### src/rtl/core/postfix_expression_evaluator_defines.svh
// Assertion macros shared by the postfix expression evaluator RTL.
// Users must have ports or signals named clock and reset in scope.
`ifndef POSTFIX_EXPRESSION_EVALUATOR_DEFINES_SVH
`define POSTFIX_EXPRESSION_EVALUATOR_DEFINES_SVH

// Consequent must hold in the same cycle as the antecedent.
`define PEE_ASSERT_SAME(label, ante, cons, msg) \
   label: assert property (@(posedge clock) disable iff (reset) (ante) |-> (cons)) \
      else $error(msg);

// Consequent must hold in the cycle after the antecedent.
`define PEE_ASSERT_NEXT(label, ante, cons, msg) \
   label: assert property (@(posedge clock) disable iff (reset) (ante) |=> (cons)) \
      else $error(msg);

`endif

### src/rtl/core/pee_pkg.sv
// Shared types and constants of the postfix expression evaluator.
// Used by the controller, the datapath and the top level; no dependencies.
package pee_pkg;

   // Character codes recognized in the expression stream.
   localparam logic [7:0] CH_PLUS  = 8'h2B;
   localparam logic [7:0] CH_MINUS = 8'h2D;
   localparam logic [7:0] CH_STAR  = 8'h2A;
   localparam logic [7:0] CH_SLASH = 8'h2F;
   localparam logic [7:0] CH_ZERO  = 8'h30;
   localparam logic [7:0] CH_NINE  = 8'h39;

   // Value taken for a pop from an empty stack, and reported at finish.
   localparam logic [31:0] EMPTY_VALUE = 32'hFFFF_FFFF;

   typedef enum logic [2:0] {
      ST_IDLE,
      ST_DISPATCH,
      ST_POP_WAIT,
      ST_POP_LHS,
      ST_EXEC,
      ST_DIV_RUN
   } ctrl_state_type;

   typedef enum logic [1:0] {
      PUSH_DIGIT,
      PUSH_ALU,
      PUSH_QUOT,
      PUSH_ZERO
   } push_sel_type;

   // Commands from the controller to the datapath.
   typedef struct packed {
      logic         capture;
      logic         pop_rhs;
      logic         pop_lhs;
      logic         push;
      push_sel_type push_sel;
      logic         set_div_zero;
      logic         div_start;
      logic         emit;
   } ctrl_cmd_type;

   // Status from the datapath to the controller.
   typedef struct packed {
      logic is_finish;
      logic is_digit;
      logic is_oper;
      logic is_div;
      logic rhs_zero;
      logic rsp_busy;
      logic div_done;
   } dp_status_type;

endpackage

### src/rtl/core/pee_ctrl.sv
// Controller of the postfix expression evaluator: sequences capture, pops,
// arithmetic, division and finish. Uses pee_pkg; drives the datapath.
module pee_ctrl import pee_pkg::*; (
   input  logic          clock,
   input  logic          reset,
   input  logic          req_valid_i,
   output logic          req_ready_o,
   input  dp_status_type status_i,
   output ctrl_cmd_type  cmd_o
);

   ctrl_state_type state_ff, state_in;

   // Next state.
   always_comb begin
      state_in = state_ff;
      unique case (state_ff)
         ST_IDLE: begin
            if (req_valid_i) state_in = ST_DISPATCH;
         end
         ST_DISPATCH: begin
            priority if (status_i.is_finish) begin
               if (!status_i.rsp_busy) state_in = ST_IDLE;
            end else if (status_i.is_oper) begin
               state_in = ST_POP_WAIT;
            end else begin
               state_in = ST_IDLE;
            end
         end
         ST_POP_WAIT: state_in = ST_POP_LHS;
         ST_POP_LHS:  state_in = ST_EXEC;
         ST_EXEC: begin
            if (status_i.is_div && !status_i.rhs_zero) begin
               state_in = ST_DIV_RUN;
            end else begin
               state_in = ST_IDLE;
            end
         end
         ST_DIV_RUN: begin
            if (status_i.div_done) state_in = ST_IDLE;
         end
         default: state_in = ST_IDLE;
      endcase
   end

   always_ff @(posedge clock) begin
      if (reset) begin
         state_ff <= ST_IDLE;
      end else begin
         state_ff <= state_in;
      end
   end

   // Commands for the datapath.
   always_comb begin
      req_ready_o = 1'b0;
      cmd_o       = '0;
      unique case (state_ff)
         ST_IDLE: begin
            req_ready_o   = 1'b1;
            cmd_o.capture = req_valid_i;
         end
         ST_DISPATCH: begin
            priority if (status_i.is_finish) begin
               cmd_o.emit = !status_i.rsp_busy;
            end else if (status_i.is_digit) begin
               cmd_o.push     = 1'b1;
               cmd_o.push_sel = PUSH_DIGIT;
            end else if (status_i.is_oper) begin
               cmd_o.pop_rhs = 1'b1;
            end else begin
               cmd_o = '0;
            end
         end
         ST_POP_WAIT: cmd_o = '0;
         ST_POP_LHS:  cmd_o.pop_lhs = 1'b1;
         ST_EXEC: begin
            priority if (!status_i.is_div) begin
               cmd_o.push     = 1'b1;
               cmd_o.push_sel = PUSH_ALU;
            end else if (status_i.rhs_zero) begin
               cmd_o.push         = 1'b1;
               cmd_o.push_sel     = PUSH_ZERO;
               cmd_o.set_div_zero = 1'b1;
            end else begin
               cmd_o.div_start = 1'b1;
            end
         end
         ST_DIV_RUN: begin
            cmd_o.push     = status_i.div_done;
            cmd_o.push_sel = PUSH_QUOT;
         end
         default: cmd_o = '0;
      endcase
   end

endmodule

### config.mk
export PLATFORM = sky130hd
export DESIGN_NAME = pee_ctrl
export DESIGN_NICKNAME = d
export VERILOG_FILES = /design/src/rtl/core/postfix_expression_evaluator_defines.svh /design/src/rtl/core/pee_pkg.sv /design/src/rtl/core/pee_ctrl.sv
export SDC_FILE = /design/constraint.sdc
export NUM_CORES = 1
export LEC_CHECK = 0
export BUFFER_PORTS_ARGS = -buffer_cell sky130_fd_sc_hd__buf_2
export CELL_PAD_IN_SITES_DETAIL_PLACEMENT = 0
export CELL_PAD_IN_SITES_GLOBAL_PLACEMENT = 1
export CORE_AREA = 2 2 39 41
export DETAILED_ROUTE_END_ITERATION = 10
export DIE_AREA = 0 0 41 43
export PLACE_DENSITY = 0.71
export SETUP_SLACK_MARGIN = 0.1
export SLEW_MARGIN = 20
export SYNTH_ARGS = -nofsm -noshare
export SYNTH_HDL_FRONTEND = slang
export SYNTH_SLANG_ARGS = --single-unit
### constraint.sdc
create_clock -name clock -period 1.3 [get_ports clock]
set_input_delay 0.26 -clock clock [delete_from_list [all_inputs] [get_ports clock]]
set_output_delay 0.26 -clock clock [all_outputs]
set_load 0.03 [all_outputs]
Word-level counts from Yosys, hierarchy flattened
Cells that the tools add are included.
{"block": "word_totals", "reg_bits": 3, "latchBits": 0, "mem_bits_rw": 0, "mem_bits_ro": 0, "input_bits": 10, "out_inout_bits": 10, "word_cells": 37, "memories": 0}
{"block": "op_classes", "add_sub_neg": 0, "mul": 0, "n_div": 0, "n_lt_le_gt_ge": 0, "eq_ne": 8, "shifts": 0, "n_mux": 23, "bitwise_logic": 0, "n_reduce_logical": 5}
{"operator": "$mux W3", "n": 7}
{"operator": "$pmux W3 S6", "n": 1}
{"operator": "$pmux W3 S3", "n": 1}
{"operator": "$mux W7", "n": 1}
{"operator": "$eq A3 B2 Y1 const B", "n": 2}
{"operator": "$eq A3 B3 Y1 const B", "n": 2}
{"operator": "$mux W1", "n": 6}
{"operator": "$mux W2", "n": 3}
{"operator": "$mux W4", "n": 1}
{"operator": "$ne A2 B2 Y1 const B", "n": 2}
{"operator": "$pmux W1 S2", "n": 2}
{"operator": "$pmux W2 S2", "n": 1}
{"operator": "$eq A3 B1 Y1 const B", "n": 1}
{"operator": "$logic_not A3 Y1", "n": 1}
{"operator": "$ne A3 B3 Y1 const B", "n": 1}
{"operator": "$reduce_and A3 Y1", "n": 1}
{"operator": "$logic_not A1 Y1", "n": 2}
{"operator": "$logic_and A1 B1 Y1", "n": 1}

Longest topological paths before layout
Gate-level depths: netlist of the first run.
{"block": "depth", "depth_word": 4, "mapped_depth": 4, "depth_no_buf": 3}

Least setup slack after synthesis of the first run
OpenSTA, ideal clock, no wires.
{"block": "synth_timing", "path_type": "register to output", "start": "register state_ff[1]", "end": "output port cmd_o[8] (netlist bit)", "arrival_time_ns": 1.567, "required_ns": 1.040, "slack_ns": -0.527, "path_stages_with_launch": 4, "n_path_buf": 1, "cell_sequence": "dfxtp_1 buf_6 nor3_1 and2_1"}
{"item": "start: declaration", "line": "pee_ctrl.sv:12", "rtl": "ctrl_state_type state_ff, state_in;"}
{"item": "start signal: assignment", "line": "pee_ctrl.sv:50", "rtl": "state_ff <= state_in;"}
{"item": "end: declaration", "line": "pee_ctrl.sv:9", "rtl": "output ctrl_cmd_type cmd_o"}

==> qor.csv, run 1 <==
metric,value,unit
Mapped Cells,42,
clock insertion delay at the later pin of the skew report,0.23,ns
worst hold path class,input port to flip-flop,
grt met3 use,4.712,%
DRC viols,0,
CP startpoint kind,flip-flop,
crit path cell chain,buf_8 > inv_4 > nand3_4 > a21oi_4 > buf_6,
core footprint,1384,sq um
Crit. End Element,output pin,
Worst Path Required,1.04,ns
max cap viols,0,
status,finished with violations,
RSZ-0062 raised after global routing,true,
GRT Total Usage,13.65,%
final worst setup slack,-0.1351,ns
"most common cell after layout, fill and taps aside",buf_6,
fraction of layout instances using a drive strength above 1,76.71,%
Biggest register,state_ff,
grt met1 use,17.04,%
Final Skew,0.002119,ns
largest net degree at the start of global routing,8,
GRT Max-Usage Layer,met2,
worst slew pin tran,0.2683,ns
"Hold-fix buffers, CTS",0,
"CTS clk-pin slew, worst paths",0.04,ns
Slew headroom,81.87,%
area grow syn2layout,145.5,%
failing checks,setup timing,
"Seq/Total Area, Yosys",20.43,%
num rows,14,
routed len/inst,10.85,microns
final setup fails,10,
critical path arrival,1.18,ns
CP peak stage delay,0.35,ns
Pins Over Slew Limit,0,
crit share post-route,110.4,%
die width,41,microns
Largest register FFs,3,
H-tree levels,1,
Port-buffer cells,19,
CP Class,flip-flop to output pin,
min cycle time layout,1.435,ns
pre-CTS WS,-0.01665,ns
R2R Setup Slk,0.16,ns
GP Congestion,0.7600,
crit path max-delay cell type,dfxtp_4,
initial core utilization,21.25,%
"Hold Vio Cnt, Final",0,
Routed Antenna Nets,0,
DP HPWL,658.6,microns
Syn Nets,52,
VDD IR max,310.9,uV
"Buf+Inv Stages, Crit Path",3,
die area,1763,sq um
CTS sink cnt,3,
CTS tree,done,
Syn Std Cell Area,294.0,sq um
Die Ht,43,microns
vias in the first global route,365,
CTS Buffer Depth,2,
DR vias/cell,4.618,
TritonCTS buffer count,3,
Max Fclk,0.6968,GHz
diode count,0,
YS warnings,0,
Final nets,84,
initial antenna violation count,0,
DR iter-0 viols,5,
drt total wl,966,microns
I/O pin count,20,
Power per Cell Area,640.5,nW/um^2
final hold slack,0.2140,ns
Leak,0.2910,nW
Root Driver,clkbuf_4,
first-pass GRT wire length,1545,microns
via count of the routed design,411,
critical-path maximum fanout,7,
gr ovfl total,0,
synth unique cells,22,
"Avg Cell Area, Syn",7.001,sq um
CP top delay family,buffers and inverters,
Regs by FF count,state_ff (3),
GR Util met2,17.50,%
drt first pass iters,2,
most frequent cells in the layout,"buf_6, buf_2, buf_4",
synthesis-stage register bit count,3,
final timing paths:
path | startpoint | to | cells after the start
max | state_ff[0] | cmd_o[5] | 5
min | reset | state_ff[2] | 2
max reg2reg | state_ff[1] | state_ff[0] | 4
min reg2reg | state_ff[2] | state_ff[1] | 2
cell families after synthesis:
| family | count (synthesis) | synth area share [%] |
|---|---|---|
| flip-flops | 3 | 20.43 |
| AO/OA/AOI/OAI | 9 | 19.15 |
| AND/OR/NAND/NOR | 24 | 46.38 |
| buffers and inverters | 6 | 14.04 |
per-stage QoR:
step | std cells | total power [mW] | cell area, sq um | setup TNS [ns] | utilization [%]
after floorplan | 42 | 0.2037 | 371.6 | -0.01782 | -
after global placement | 83 | 0.2528 | 524.3 | -0.003437 | 37.88
after detailed placement | 83 | 0.2520 | 524.3 | -0.05329 | 37.88
after CTS | 87 | 0.4415 | 626.9 | -1.124 | 45.30
after global routing | 89 | 0.5014 | 721.9 | -1.597 | 52.17
final | 89 | 0.4624 | 721.9 | -0.9643 | 52.17
cells in the mapped netlist:
cell type / count / area [sq um]
o32a_1: 1 / 10.01
nand2b_1: 4 / 25.02
o21ai_0: 2 / 10.01
o21a_1: 1 / 7.510
nor4b_1: 1 / 8.760
dfxtp_1: 3 / 60.06
nor4_1: 2 / 12.51
buf_6: 2 / 22.52
nor4bb_1: 1 / 10.01
and3_1: 1 / 6.260
inv_1: 2 / 7.510
nor3b_1: 1 / 7.510
nor2b_1: 1 / 6.260
nand3_1: 2 / 10.01
buf_2: 1 / 5.000
a21oi_1: 4 / 20.02
nand2_1: 2 / 7.510
inv_4: 1 / 6.260
a21oi_2: 1 / 8.760
nor2_1: 4 / 15.01
nor3_1: 3 / 15.01
and2_1: 2 / 12.51
power by group:
group / leakage [nW] / switching [mW] / internal, mW / total [mW]
clock network: 0.0150 / 0.0499 / 0.115 / 0.165
registers: 0.0267 / 0.00906 / 0.0950 / 0.104
logic: 0.249 / 0.101 / 0.0924 / 0.193
total: 0.291 / 0.160 / 0.302 / 0.462
per-layer routing:
layer | share of wire (%) | wire (microns) | vias to the layer above
met1 | 42 | 405 | 182
met4 | 1.4 | 14 | 0
met3 | 6.3 | 61 | 2
met2 | 50 | 485 | 17
met5 | 0 | 0 | -
li1 | - | - | 210
worst reg2reg max path: cells and delay by family (launching register included):
| family | cells | cell delay (ns) |
|---|---|---|
| simple gates | 3 | 0.50 |
| flops | 1 | 0.37 |
| buf+inv | 1 | 0.17 |
area by class of cell:
cell class                 instances  area [sq um]
clock buffer                       4         26.28
fill                             125         661.9
inverter                           3         13.76
multi-input combinational         33         337.8
sequential                         3         71.32
tap                               16         20.02
timing repair buffer              30         252.7
what timing repair did:
item | CTS | global route
buffers inserted | 0 | 2
gates resized for setup | 26 | 19
pin swaps | 4 | 4
setup endpoints to repair | 10 | 11
Note: power is estimated with default switching activity, not from simulation.
==> inputs of run 2 (changes only) <==
==> constraint.sdc (replaced) <==
create_clock -name clock -period 1.3 [get_ports clock]
set_input_delay 0.26 -clock clock [delete_from_list [all_inputs] [get_ports clock]]
set_output_delay 0.26 -clock clock [all_outputs]
set_load 0.05 [all_outputs]
==> qor.csv, run 2 (synthesis gave the netlist of run 1 again) <==
metric,value,unit,change
CTS sink cnt,3,,unchanged
diode count,0,,unchanged
Power per Cell Area,669.6,nW/um^2,+4.5%
Root Driver,clkbuf_4,,
GP Congestion,0.7938,,+4.4%
min cycle time layout,1.468,ns,+0.03239 ns
fraction of layout instances using a drive strength above 1,79.75,%,+3.0 points
Slew headroom,85.17,%,+3.3 points
Placed Cells,88,,+6.0%
Pins Over Slew Limit,0,,unchanged
Port-buffer cells,19,,unchanged
die area,1763,sq um,unchanged
Die Ht,43,microns,unchanged
routed len/inst,10.94,microns,+0.76%
final setup fails,10,,unchanged
failing checks,setup timing,,
largest net degree at the start of global routing,7,,-1
Biggest register,state_ff,,
CP Class,flip-flop to output pin,,
Finished Layout Cells,95,,+6.7%
gr ovfl total,0,,unchanged
switching power total,186.4,uW,+17%
Max Fclk,0.6814,GHz,-2.2%
Power Internal,346.5,uW,+15%
pre-CTS WS,-0.05362,ns,-0.03698 ns
max cap viols,0,,unchanged
most frequent cells in the layout,"buf_6, buf_4, buf_2",,
DR iter-0 viols,3,,-2
"most common cell after layout, fill and taps aside",buf_6,,
crit share post-route,112.9,%,+2.5 points
setup_tns,-1.168,ns,-0.2042 ns
final worst setup slack,-0.1675,ns,-0.03240 ns
first-pass GRT wire length,1566,microns,+1.4%
critical path arrival,1.21,ns,+0.03 ns
CTS Buffer Depth,2,,unchanged
Multi-input gate area,329.1,sq um,-2.6%
Util after Layout,57.50,%,+5.3 points
CTS tree,done,,
Sequential Power Share,19.8,%,-2.7 points
die width,41,microns,unchanged
"Hold Vio Cnt, Final",0,,unchanged
worst hold path class,input port to flip-flop,,
Fillers,120,,-4.0%
worst slew pin tran,0.2195,ns,-0.04883 ns
TritonCTS buffer count,3,,unchanged
DRC viols,0,,unchanged
Largest register FFs,3,,unchanged
num rows,14,,unchanged
Worst Path Required,1.04,ns,about the same
VDD IR max,359.5,uV,+16%
vias in the first global route,379,,+3.8%
GRT Total Usage,12.50,%,-1.2 points
"Hold-fix buffers, CTS",0,,unchanged
clock insertion delay at the later pin of the skew report,0.23,ns,about the same
H-tree levels,1,,unchanged
Gate power share,49.0,%,+7.2 points
drt first pass iters,4,,+2
CP startpoint kind,flip-flop,,
initial antenna violation count,0,,unchanged
Final Skew,0.002796,ns,+0.0006773 ns
Leak,0.3199,nW,+9.9%
status,finished with violations,,
DP HPWL,793.6,microns,+20%
register area,71.32,sq um,unchanged
via count of the routed design,437,,+6.3%
drt total wl,1039,microns,+7.6%
DR vias/cell,4.600,,-0.39%
Routed Antenna Nets,0,,unchanged
RSZ-0062 raised after global routing,true,,
I/O pin count,20,,unchanged
Clk pwr share,31.2,%,-4.5 points
Crit. End Element,output pin,,
Final nets,90,,+7.1%
critical-path maximum fanout,4,,-3
core footprint,1384,sq um,unchanged
Regs by FF count,state_ff (3),,
area grow syn2layout,170.6,%,
"CTS clk-pin slew, worst paths",0.04,ns,about the same
Sw Share,34.98,%,+0.39 points
initial core utilization,21.25,%,unchanged
[run 2: worst max-delay path, stage by stage (launching register included)]
cell,delay [ns]
dfxtp_4,0.35
buf_4,0.15
nor3_4,0.16
and2_4,0.17
buf_8,0.13
[run 2: per-stage QoR]
stage	area (sq um)	hold WS [ns]	total power, mW
floorplan	374.1	0.3224	0.2232
global placement	566.8	0.4609	0.2912
detailed placement	566.8	0.4612	0.2932
CTS	718.2	0.2035	0.5037
global route	795.8	0.2096	0.5707
finish	795.8	0.2138	0.5328
[run 2: power groups by stage]
stage	sequential (mW)	combinational, mW	clock [mW]
4_1_cts	0.106	0.225	0.172
6_report	0.106	0.261	0.166
2_1_floorplan	0.101	0.122	0
5_1_grt	0.106	0.278	0.187
3_3_place_gp	0.104	0.187	0
3_5_place_dp	0.105	0.189	0
[run 2: timing repair]
item                                    in CTS  in global routing
setup buffers                                2                  1
endpoints found under the setup margin      13                 13
pin swaps                                    7                  7
endpoints found under the hold margin        0                  0
gates resized for setup                     33                 16
[run 2: worst paths after layout]
kind | cells after the start | startpoint | slack [ns] | end
worst max-delay path | 4 | state_ff[1] | -0.17 | cmd_o[8]
worst min-delay path | 2 | reset | 0.21 | state_ff[2]
worst max register to register | 5 | state_ff[2] | 0.09 | state_ff[0]
worst min register to register | 4 | state_ff[1] | 0.71 | state_ff[2]
[run 2: cell type report]
type | instances | area share (%)
Timing Repair Buffer | 36 | 41.67
Sequential cell | 3 | 8.962
Inverter | 3 | 2.201
Clock buffer | 4 | 3.302
Tap cell | 16 | 2.516
Multi-Input combinational cell | 33 | 41.35
[run 2: metal layers]
| layer | up-vias | part of all wire, % | GRT usage (%) |
|---|---|---|---|
| li1 | 225 | - | - |
| met1 | 199 | 40 | 15.56 |
| met2 | 13 | 56 | 21.88 |
| met3 | 0 | 4.7 | 3.141 |
| met4 | 0 | 0 | 0 |
| met5 | - | 0 | 0 |
